--- config.mk ---
export PLATFORM = sky130hd
export DESIGN_NAME = command_token_classifier
export DESIGN_NICKNAME = d
export VERILOG_FILES = /design/src/sv/ctc_pkg.sv /design/src/sv/ctc_scan.sv /design/src/sv/command_token_classifier.sv
export SDC_FILE = /design/constraint.sdc
export NUM_CORES = 1
export LEC_CHECK = 0
export BUFFER_PORTS_ARGS = -buffer_cell sky130_fd_sc_hd__buf_2
export CAP_MARGIN = 40
export CORE_ASPECT_RATIO = 0.7
export CORE_UTILIZATION = 35
export CTS_CLUSTER_DIAMETER = 100
export DETAILED_ROUTE_END_ITERATION = 7
export PLACE_DENSITY = 0.5
export SYNTH_ARGS = -nofsm -noshare
export SYNTH_HDL_FRONTEND = slang
export SYNTH_SLANG_ARGS = --single-unit
--- constraint.sdc ---
create_clock -name clk -period 7 [get_ports clk]
set_input_delay 1.05 -clock clk [delete_from_list [all_inputs] [get_ports clk]]
set_output_delay 1.05 -clock clk [all_outputs]
set_load 0.05 [all_outputs]
--- src/sv/ctc_pkg.sv ---
`default_nettype none

package ctc_pkg;

  localparam logic [7:0] CH_NUL   = 8'h00;
  localparam logic [7:0] CH_SPACE = 8'h20;
  localparam logic [7:0] CH_ZERO  = 8'h30;
  localparam logic [7:0] CH_X     = 8'h78;

  localparam logic [1:0] KIND_KEYWORD = 2'd0;
  localparam logic [1:0] KIND_NUMBER  = 2'd1;
  localparam logic [1:0] KIND_STRING  = 2'd2;

  localparam logic KW_ID      = 1'b0;
  localparam logic KW_CONNECT = 1'b1;

  localparam logic [7:0] ID_LEN      = 8'd2;
  localparam logic [7:0] CONNECT_LEN = 8'd7;
  localparam logic [7:0] HEX_MIN_LEN = 8'd3;
  localparam logic [7:0] HEX_MAX_LEN = 8'd6;
  localparam logic [7:0] SAT_MAX     = 8'd255;

  localparam int DATA_W = 40;
  localparam int USER_W = 3;

  typedef struct packed {
    logic        token_valid;
    logic [1:0]  token_index;
    logic [1:0]  token_kind;
    logic        keyword_code;
    logic [15:0] number_value;
    logic [7:0]  token_start;
    logic [7:0]  token_length;
    logic        message_end;
    logic [2:0]  token_count;
  } token_report_t;

  typedef struct packed {
    logic       ok;
    logic [3:0] value;
  } hex_digit_t;

  function automatic logic [7:0] id_char(input logic sel);
    return sel ? 8'h44 : 8'h49;
  endfunction

  function automatic logic [7:0] connect_char(input logic [2:0] pos);
    logic [7:0] ch;
    case (pos)
      3'd0:    ch = 8'h43;
      3'd1:    ch = 8'h4F;
      3'd2:    ch = 8'h4E;
      3'd3:    ch = 8'h4E;
      3'd4:    ch = 8'h45;
      3'd5:    ch = 8'h43;
      3'd6:    ch = 8'h54;
      default: ch = 8'h00;
    endcase
    return ch;
  endfunction

  function automatic hex_digit_t hex_digit(input logic [7:0] ch);
    hex_digit_t d;
    d.ok    = 1'b0;
    d.value = 4'd0;
    if (ch >= 8'h30 && ch <= 8'h39) begin
      d.ok    = 1'b1;
      d.value = 4'(ch - 8'h30);
    end else if (ch >= 8'h41 && ch <= 8'h46) begin
      d.ok    = 1'b1;
      d.value = 4'(ch - 8'h41 + 8'd10);
    end else if (ch >= 8'h61 && ch <= 8'h66) begin
      d.ok    = 1'b1;
      d.value = 4'(ch - 8'h61 + 8'd10);
    end
    return d;
  endfunction

endpackage

`default_nettype wire

--- src/sv/ctc_scan.sv ---
`default_nettype none

module ctc_scan #(
  parameter int TOKEN_LIMIT = 4
) (
  input  wire logic             clk,
  input  wire logic             rst,
  input  wire logic             step,
  input  wire logic [7:0]       char_in,
  output ctc_pkg::token_report_t res,
  output logic                  res_emit
);

  localparam int CNT_W = $clog2(TOKEN_LIMIT + 1);

  logic             in_token, in_token_next;
  logic [CNT_W-1:0] tokens_found, tokens_found_next;
  logic [7:0]       char_position, char_position_next;
  logic [7:0]       current_start, current_start_next;
  logic [7:0]       current_length, current_length_next;
  logic [1:0]       kw_match, kw_match_next;
  logic [15:0]      hex_acc, hex_acc_next;
  logic             hex_ok, hex_ok_next;
  logic             skip, skip_next;

  // feed values as seen by the next token character
  logic [7:0]          pos;
  logic [1:0]          kw_in;
  logic [15:0]         acc_in;
  logic                hv_in;
  logic [1:0]          kw_fed;
  logic [15:0]         acc_fed;
  logic                hv_fed;
  ctc_pkg::hex_digit_t dig;

  logic [7:0] cnt8;
  logic [7:0] cnt_inc8;
  logic [7:0] pos_sat;
  logic [1:0] kind;
  logic       code;
  logic [15:0] value;

  assign cnt8    = 8'(tokens_found);
  assign pos_sat = (char_position < ctc_pkg::SAT_MAX) ? char_position + 8'd1 : char_position;
  assign cnt_inc8 = cnt8 + 8'd1;

  always_comb begin
    pos    = in_token ? current_length : 8'd0;
    kw_in  = in_token ? kw_match : 2'b11;
    acc_in = in_token ? hex_acc : 16'd0;
    hv_in  = in_token ? hex_ok : 1'b1;
    dig    = ctc_pkg::hex_digit(char_in);

    kw_fed = kw_in;
    if (pos >= ctc_pkg::ID_LEN || char_in != ctc_pkg::id_char(pos[0])) begin
      kw_fed[0] = 1'b0;
    end
    if (pos >= ctc_pkg::CONNECT_LEN || char_in != ctc_pkg::connect_char(pos[2:0])) begin
      kw_fed[1] = 1'b0;
    end

    acc_fed = acc_in;
    hv_fed  = hv_in;
    if (pos == 8'd0) begin
      if (char_in != ctc_pkg::CH_ZERO) hv_fed = 1'b0;
    end else if (pos == 8'd1) begin
      if (char_in != ctc_pkg::CH_X) hv_fed = 1'b0;
    end else if (pos < ctc_pkg::HEX_MAX_LEN) begin
      if (dig.ok) begin
        acc_fed = {acc_in[11:0], dig.value};
      end else begin
        hv_fed = 1'b0;
      end
    end else begin
      hv_fed = 1'b0;
    end
  end

  // classification of the running token
  always_comb begin
    kind  = ctc_pkg::KIND_STRING;
    code  = ctc_pkg::KW_ID;
    value = 16'd0;
    if (kw_match[0] && current_length == ctc_pkg::ID_LEN) begin
      kind = ctc_pkg::KIND_KEYWORD;
      code = ctc_pkg::KW_ID;
    end else if (kw_match[1] && current_length == ctc_pkg::CONNECT_LEN) begin
      kind = ctc_pkg::KIND_KEYWORD;
      code = ctc_pkg::KW_CONNECT;
    end else if (hex_ok && current_length >= ctc_pkg::HEX_MIN_LEN &&
                 current_length <= ctc_pkg::HEX_MAX_LEN) begin
      kind  = ctc_pkg::KIND_NUMBER;
      value = hex_acc;
    end
  end

  always_comb begin
    in_token_next       = in_token;
    tokens_found_next   = tokens_found;
    char_position_next  = char_position;
    current_start_next  = current_start;
    current_length_next = current_length;
    kw_match_next       = kw_match;
    hex_acc_next        = hex_acc;
    hex_ok_next         = hex_ok;
    skip_next           = skip;

    res          = '0;
    res_emit     = 1'b0;
    res.token_count = (cnt8 > 8'd7) ? 3'd7 : cnt8[2:0];

    if (char_in == ctc_pkg::CH_NUL) begin
      res_emit        = 1'b1;
      res.message_end = 1'b1;
      if (in_token && !skip) begin
        res.token_valid  = 1'b1;
        res.token_index  = 2'(cnt8 - 8'd1);
        res.token_kind   = kind;
        res.keyword_code = code;
        res.number_value = value;
        res.token_start  = current_start;
        res.token_length = current_length;
      end
      in_token_next       = 1'b0;
      tokens_found_next   = '0;
      char_position_next  = 8'd0;
      current_start_next  = 8'd0;
      current_length_next = 8'd0;
      kw_match_next       = 2'b11;
      hex_acc_next        = 16'd0;
      hex_ok_next         = 1'b1;
      skip_next           = 1'b0;
    end else if (skip) begin
      char_position_next = pos_sat;
    end else if (char_in == ctc_pkg::CH_SPACE) begin
      if (in_token) begin
        res_emit         = 1'b1;
        res.token_valid  = 1'b1;
        res.token_index  = 2'(cnt8 - 8'd1);
        res.token_kind   = kind;
        res.keyword_code = code;
        res.number_value = value;
        res.token_start  = current_start;
        res.token_length = current_length;
        in_token_next    = 1'b0;
      end
      char_position_next = pos_sat;
    end else if (!in_token && cnt8 >= 8'(TOKEN_LIMIT)) begin
      skip_next          = 1'b1;
      char_position_next = pos_sat;
    end else begin
      if (!in_token) begin
        tokens_found_next  = CNT_W'(cnt_inc8);
        current_start_next = char_position;
      end
      in_token_next       = 1'b1;
      kw_match_next       = kw_fed;
      hex_acc_next        = acc_fed;
      hex_ok_next         = hv_fed;
      current_length_next = (pos < ctc_pkg::SAT_MAX) ? pos + 8'd1 : pos;
      char_position_next  = pos_sat;
    end
  end

  always_ff @(posedge clk) begin
    if (rst) begin
      in_token       <= 1'b0;
      tokens_found   <= '0;
      char_position  <= 8'd0;
      current_start  <= 8'd0;
      current_length <= 8'd0;
      kw_match       <= 2'b11;
      hex_acc        <= 16'd0;
      hex_ok         <= 1'b1;
      skip           <= 1'b0;
    end else if (step) begin
      in_token       <= in_token_next;
      tokens_found   <= tokens_found_next;
      char_position  <= char_position_next;
      current_start  <= current_start_next;
      current_length <= current_length_next;
      kw_match       <= kw_match_next;
      hex_acc        <= hex_acc_next;
      hex_ok         <= hex_ok_next;
      skip           <= skip_next;
    end
  end

endmodule

`default_nettype wire

--- src/sv/command_token_classifier.sv ---
// command token classifier
// input: one message character per s_axis transfer; space (0x20) separates
// tokens and a zero byte ends the message
// output: one m_axis transfer per finished token, reporting its class
// (keyword ID/CONNECT, 0x-prefixed hex number of one to four digits, or
// string), its index, offset and length; the zero byte always gives one
// transfer with tlast high and the token count, then the scan starts over
// only the first TOKEN_LIMIT tokens of a message are reported, later
// characters up to the zero byte give no transfer
// a character is taken into the input register, scanned out of it once the
// output register is free, and its result is registered in the output register
// throughput: one character per cycle while no held result is stalled on
// m_axis, set by the single scan stage between the input register and the
// output register
// reset (rst, synchronous): both registers empty, scan state at start of
// message
// when the receiver stalls, the result holds on m_axis; s_axis_tready drops
// once the input register is full, so it takes at most one further character

`default_nettype none

module command_token_classifier #(
  parameter int TOKEN_LIMIT = 4
) (
  input  wire logic       clk,
  input  wire logic       rst,
  input  wire logic       s_axis_tvalid,
  output logic            s_axis_tready,
  input  wire logic [7:0] s_axis_tdata,    // char_in
  output logic            m_axis_tvalid,
  input  wire logic       m_axis_tready,
  // token_index[1:0], keyword_code[2], number_value[18:3], token_start[26:19],
  // token_length[34:27], token_count[37:35], zero fill[39:38]
  output logic [ctc_pkg::DATA_W-1:0] m_axis_tdata,
  // token_valid[0], token_kind[2:1]
  output logic [ctc_pkg::USER_W-1:0] m_axis_tuser,
  output logic            m_axis_tlast     // message_end
);

  // input register
  logic       in_full;
  logic [7:0] in_char;

  // scan stage
  logic                   out_free;
  logic                   step;
  ctc_pkg::token_report_t res;
  logic                   res_emit;

  // output register
  ctc_pkg::token_report_t out_res;

  assign out_free      = !m_axis_tvalid || m_axis_tready;
  assign step          = in_full && out_free;
  assign s_axis_tready = !in_full || step;

  always_ff @(posedge clk) begin
    if (rst) begin
      in_full <= 1'b0;
    end else if (s_axis_tvalid && s_axis_tready) begin
      in_full <= 1'b1;
    end else if (step) begin
      in_full <= 1'b0;
    end
  end

  always_ff @(posedge clk) begin
    if (s_axis_tvalid && s_axis_tready) begin
      in_char <= s_axis_tdata;
    end
  end

  ctc_scan #(
    .TOKEN_LIMIT(TOKEN_LIMIT)
  ) u_scan (
    .clk      (clk),
    .rst      (rst),
    .step     (step),
    .char_in  (in_char),
    .res      (res),
    .res_emit (res_emit)
  );

  // result register, loaded only when the character produced a result
  always_ff @(posedge clk) begin
    if (rst) begin
      m_axis_tvalid <= 1'b0;
    end else if (step) begin
      m_axis_tvalid <= res_emit;
    end else if (m_axis_tready) begin
      m_axis_tvalid <= 1'b0;
    end
  end

  always_ff @(posedge clk) begin
    if (step && res_emit) begin
      out_res <= res;
    end
  end

  assign m_axis_tdata = {2'b00, out_res.token_count, out_res.token_length,
                         out_res.token_start, out_res.number_value,
                         out_res.keyword_code, out_res.token_index};
  assign m_axis_tuser = {out_res.token_kind, out_res.token_valid};
  assign m_axis_tlast = out_res.message_end;

endmodule

`default_nettype wire

; ---- Word level (Yosys, flattened, before mapping)
; Index checks and enable logic that the tools add are counted.
[totals]
regBits = 100
inputBits = 12
output_inout_bits = 46
[op_classes]
add_sub_neg = 9
magnitude_cmp = 15
eq_ne = 21
mux = 80
reduce_logical = 34
[ops]
columns = cell, count
row1 = 16-bit two-way mux, 12
row2 = 38-bit two-way mux, 5
row3 = 8-bit two-way mux, 13
row4 = 7-bit one-hot mux with 5 select lines, 1
row5 = 1-bit two-way mux, 32
row6 = "8-bit by 1-bit adder with 8-bit output, second input constant", 2
row7 = "8-bit by 2-bit >= comparator with 1-bit output, second input constant", 2
row8 = "8-bit by 7-bit >= comparator with 1-bit output, second input constant", 2
row9 = "8-bit by 7-bit less-or-equal comparator with 1-bit output, second input constant", 2
row10 = 8-bit zero test, 2
row11 = "8-bit less-than comparator, second input constant", 2
row12 = 2-bit two-way mux, 8
row13 = 8-bit by 7-bit inequality test with 1-bit output, 2
row14 = 3-bit two-way mux, 5
row15 = 5-bit two-way mux, 3
row16 = 5-bit AND reduction, 3
row17 = 1-bit logical AND, 12
row18 = "4-bit by 1-bit subtractor with 4-bit output, second input constant", 3
row19 = "3-bit == test, second input constant", 3
row20 = "4-bit adder, second input constant", 2
row21 = "8-bit by 1-bit == test with 1-bit output, second input constant", 1
row22 = "8-bit by 2-bit == test with 1-bit output, second input constant", 1
row23 = "8-bit by 3-bit == test with 1-bit output, second input constant", 1
row24 = "8-bit by 6-bit == test with 1-bit output, second input constant", 1
row25 = other kinds (26), 39

; ---- Logic depth before layout (Yosys ltp)
[logic_depth]
word_depth = 13
mapped_depth = 10
depth_no_buf = 8

; ---- Hierarchy
; From an unflattened synthesis, not the netlist that was laid out.
[unflattened]
hier_cells = 408
hier_area_um2 = 4455.5
[by_module_without_submodules]
columns = mod, instances, cells_each, area_each_um2, seq_area_each_um2
row1 = ctc_scan, 1, 344, 2832.7, 960.9
row2 = command_token_classifier, 1, 64, 1622.8, 1541.5

; ---- Least setup slack after synthesis
; OpenSTA, ideal clock, no wires.
[synth_timing]
path_kind = register to register
start = register in_char[0]
end = register out_res, in the netlist m_axis_tdata[0], enable pin
arrival_ns = 4.525
t_required_ns = 6.493
path_slack_ns = 1.968
path_stages_with_launch = 7
path_buffers = 1
path_cell_list = edfxtp_1 clkbuf_1 inv_1 ha_1 nor4b_2 nand2_1 a211oi_1
[synth_via]
elab_chain_cells = 5
elab_cells_between_ends = 6
[synth_lines]
columns = element, line
row1 = start: declaration, command_token_classifier.sv:42  ; logic [7:0] in_char;
row2 = start signal: assignment, command_token_classifier.sv:69  ; in_char <= s_axis_tdata;
row3 = 8-bit by 6-bit == test with 1-bit output, ctc_scan.sv:135  ; end else if (char_in == ctc_pkg::CH_SPACE) begin
row4 = 1-bit two-way mux, ctc_scan.sv:135
row5 = 1-bit two-way mux, ctc_scan.sv:133  ; end else if (skip) begin
row6 = 1-bit two-way mux (*), ctc_scan.sv:112  ; if (char_in == ctc_pkg::CH_NUL) begin
row7 = 1-bit logical AND (*), command_token_classifier.sv:96  ; if (step && res_emit) begin
row8 = end signal: assignment, command_token_classifier.sv:97  ; out_res <= res;
row9 = end: declaration, command_token_classifier.sv:51  ; ctc_pkg::token_report_t out_res;
; Every way passes the cells marked *; elsewhere a longest branch is shown, timed or not.
; A chain may end at the register's enable or synchronous reset.

; ---- Worst setup path after layout
[layout_timing]
start = register in_char[0]
end = register u_scan.current_start[2]
[layout_via]
elab_chain_cells = 3
elab_cells_between_ends = 8
[layout_lines]
columns = element, line
row1 = 8-bit by 6-bit == test with 1-bit output / 8-bit zero test (equally long branches), "ctc_scan.sv:135, ctc_scan.sv:112"
row2 = 2-bit by 1-bit inequality test with 1-bit output (no line) / 2-bit inequality test (equally long branches), -
row3 = 5-bit AND reduction (no line), -
row4 = end signal: assignment, ctc_scan.sv:180  ; current_start <= current_start_next;
row5 = end: declaration, ctc_scan.sv:19  ; logic [7:0] current_start, current_start_next;
; Several ways; a longest one is shown, not always the timed one.

==> impl_metrics.env <==
export IMPL_slowest_stage="a211oi_1"
export IMPL_setup_viol=0
export IMPL_multi_input_area_um2=1740
export IMPL_mostFrequentLayoutCells="buf_2 (55), edfxtp_1 (50), dfxtp_1 (50), nor2_1 (39), and2_1 (35)"
export IMPL_postSynthAreaPerCell_um2=10.7
export IMPL_grt_pass1_wl_um=15000
export IMPL_setup_ws_ns=3.87
export IMPL_skew_ns=0.00623
export IMPL_synth_cell_type_count=62
export IMPL_antenna_found_initial=0
export IMPL_maxSlewViolCount=0
export IMPL_h_tree_depth=3
export IMPL_die_area_um2=13000
export IMPL_cts_tree="built"
export IMPL_drt_pass1_iter_count=5
export IMPL_power_uw=1220
export IMPL_cts_made_buffers=9
export IMPL_dp_hpwl_um=6440
export IMPL_io_pins=58
export IMPL_synth_top_flop_cell="edfxtp_1"
export IMPL_grt_max_degree=37
export IMPL_clk_pin_slew_ns=0.07
export IMPL_nFillCells=1168
export IMPL_track_usage_pct=15.2
export IMPL_layout_drive_gt1_share_pct=19.0
export IMPL_cts_root_buf="clkbuf_16"
export IMPL_cts_sinks=100
export IMPL_port_buffers=55
export IMPL_coreArea_um2=12000
export IMPL_gp_congestion=0.830
export IMPL_synth_seq_cells=100
export IMPL_grt_pass1_vias=2843
export IMPL_critPathLaunchType="register"
export IMPL_wire_per_inst_um=15.1
export IMPL_grt_overflow=0
export IMPL_fin_util_pct=42.6
export IMPL_fin_nets=472
export IMPL_place_ws_ns=3.75
export IMPL_critPathMaxFanout=12
export IMPL_setup_tns_final_ns=0
export IMPL_worstSetupEndpointType="register"
export IMPL_worstPathCellList="inv_1 > ha_1 > nor4b_2 > a211oi_1 > and3_1 > a21oi_1 > buf_4 > a22oi_1 > nor2_1"
export IMPL_max_slew_margin_rel_pct=43.5
export IMPL_grt_setup_unrepaired="no"
export IMPL_synth_seq_area_share_pct=57.1
export IMPL_vdd_ir_drop_worst_mv=0.118
export IMPL_die_y_um=95.7
export IMPL_avgViaCountPerCell=5.20
export IMPL_detail_route_antenna_nets=0
export IMPL_synth_edf_count=50
export IMPL_drc=0
export IMPL_hold_buffers=0
export IMPL_async_flop_share_pct=0
export IMPL_yosys_warnings=0
export IMPL_num_vias=3199
export IMPL_p_leak_uw=0.00184
export IMPL_outcome="finished, final reports clean"
export IMPL_finalHoldViolations=0
export IMPL_syn_area_um2=4390
export IMPL_diodes=0
export IMPL_crit_path_max_incr_delay_ns=0.61
export IMPL_worstPathRequired_ns=7.21
export IMPL_cts_resized=0
export IMPL_die_w_um=136
export IMPL_period_needed_ns=3.13
export IMPL_clock_fmax_mhz=320
export IMPL_worstPathArrival_ns=3.33
export IMPL_synth_cells=408
export IMPL_pwr_density_cell_nw_per_um2=239
export IMPL_drt_initial_drc_count=282
export IMPL_num_rows=33
export IMPL_regArea_um2=2500
export IMPL_hold_class="reg2reg"
export IMPL_start_util_pct=36.6
export IMPL_area_delta_synth_final_pct=16.4
export IMPL_criticalPathCategory="reg2reg"
export IMPL_clk_latency_ns=0.35
export IMPL_post_cts_repair_setup_buffers=0
export IMPL_final_common_cell="buf_2"
export IMPL_worst_slew_pin_transition_ns=0.844
export IMPL_finalCritPeriodShare_pct=44.7
export IMPL_clockBufferDepth=2
export IMPL_totalWireLength_um=9280
export IMPL_cap_violations=0
==> path summary, 6_finish.rpt <==
| path | start | to | slack (ns) | depth (start not counted) |
|---|---|---|---|---|
| min reg2reg | u_scan.current_start[7]$_SDFFE_PP0P_ | u_scan.current_start[7]$_SDFFE_PP0P_ | 0.47 | 2 |
| min | u_scan.current_start[7]$_SDFFE_PP0P_ | u_scan.current_start[7]$_SDFFE_PP0P_ | 0.47 | 2 |
| max | in_char[0]$_DFFE_PP_ | u_scan.current_start[2]$_SDFFE_PP0P_ | 3.87 | 9 |
| max reg2reg | in_char[0]$_DFFE_PP_ | u_scan.current_start[2]$_SDFFE_PP0P_ | 3.87 | 9 |
==> cells in the mapped netlist (3+ instances only) <==
cell	count	area share (%)
dfxtp_1	50	23
edfxtp_1	50	34
nor2_1	39	3.3
and2_1	35	5.0
nand2_1	29	2.5
a21oi_1	18	2.1
clkbuf_1	18	1.5
a22o_1	15	3.0
o21ai_0	14	1.6
a22oi_1	10	1.7
a211oi_1	8	1.4
inv_1	8	0.68
nand2b_1	8	1.1
nor3_1	8	0.91
a31oi_1	7	1.0
ha_1	7	2.0
nand3_1	7	0.80
nand4_1	7	1.0
xor2_1	6	1.2
and3_1	4	0.57
nor4_1	4	0.57
nor2b_1	3	0.43
o21bai_1	3	0.51
o2bb2ai_1	3	0.60
==> routing by layer <==
layer / part of all wire, % / routed length, um / track usage, % / up-vias
met5: 0 / 0 / 0 / -
met4: 1.1 / 105 / 5.06 / 0
met3: 6.7 / 618 / 4.36 / 9
met2: 41 / 3770 / 21.1 / 103
met1: 52 / 4790 / 22.3 / 1506
li1: - / - / - / 1581
==> worst max-delay path: cells and delay by family (launching register included) <==
family	cells	cell delay (ns)
compound gates	3	0.99
fa+ha+maj	1	0.26
buf+inv	2	0.36
flops	1	0.58
simple gates	3	0.80
==> kinds of logic after synthesis <==
logic type / synth area share (%)
flip-flops: 57.1
other: 0.0855
adder cells (fa/ha/maj): 2.00
multiplexers: 0.713
XOR/XNOR: 1.40
AO/OA/AOI/OAI: 15.6
buffers and inverters: 3.57
AND/OR/NAND/NOR: 19.6
==> registers in the layout, indices dropped and copies added (netlist names), 2 cells and up <==
name,cells
u_scan.tokens_found,3
u_scan.current_start,8
in_char,8
u_scan.hex_acc,16
u_scan.kw_match,2
u_scan.char_position,8
u_scan.current_length,8
m_axis_tdata,38
m_axis_tuser,3
==> final cells by class <==
cell class              instances  share of cell area, %
repair buffers                 59                   5.98
multi-input cells             274                   34.1
clock buffers                   9                   4.41
inverters                       9                  0.662
flip-flops and latches        100                   49.0
well taps                     157                   3.85
clock inverters                 7                   1.94
==> metrics by stage <==
stage / hold slack, ns / instances / cell area, um^2
after CTS: 0.464 / 615 / 5100
after global placement: 0.455 / 597 / 4770
final: 0.469 / 615 / 5100
after floorplan: 0.427 / 409 / 4390
after detailed placement: 0.455 / 599 / 4780
after global routing: 0.497 / 615 / 5100
==> power by group <==
part           leakage, uW  switching (uW)  internal (uW)  total, uW
clock             0.000150             218            315        533
combinational     0.000831            34.5           18.2       52.7
sequential        0.000864            16.7            618        635
total              0.00184             269            951       1220
Power figures use the tool's default switching activity.
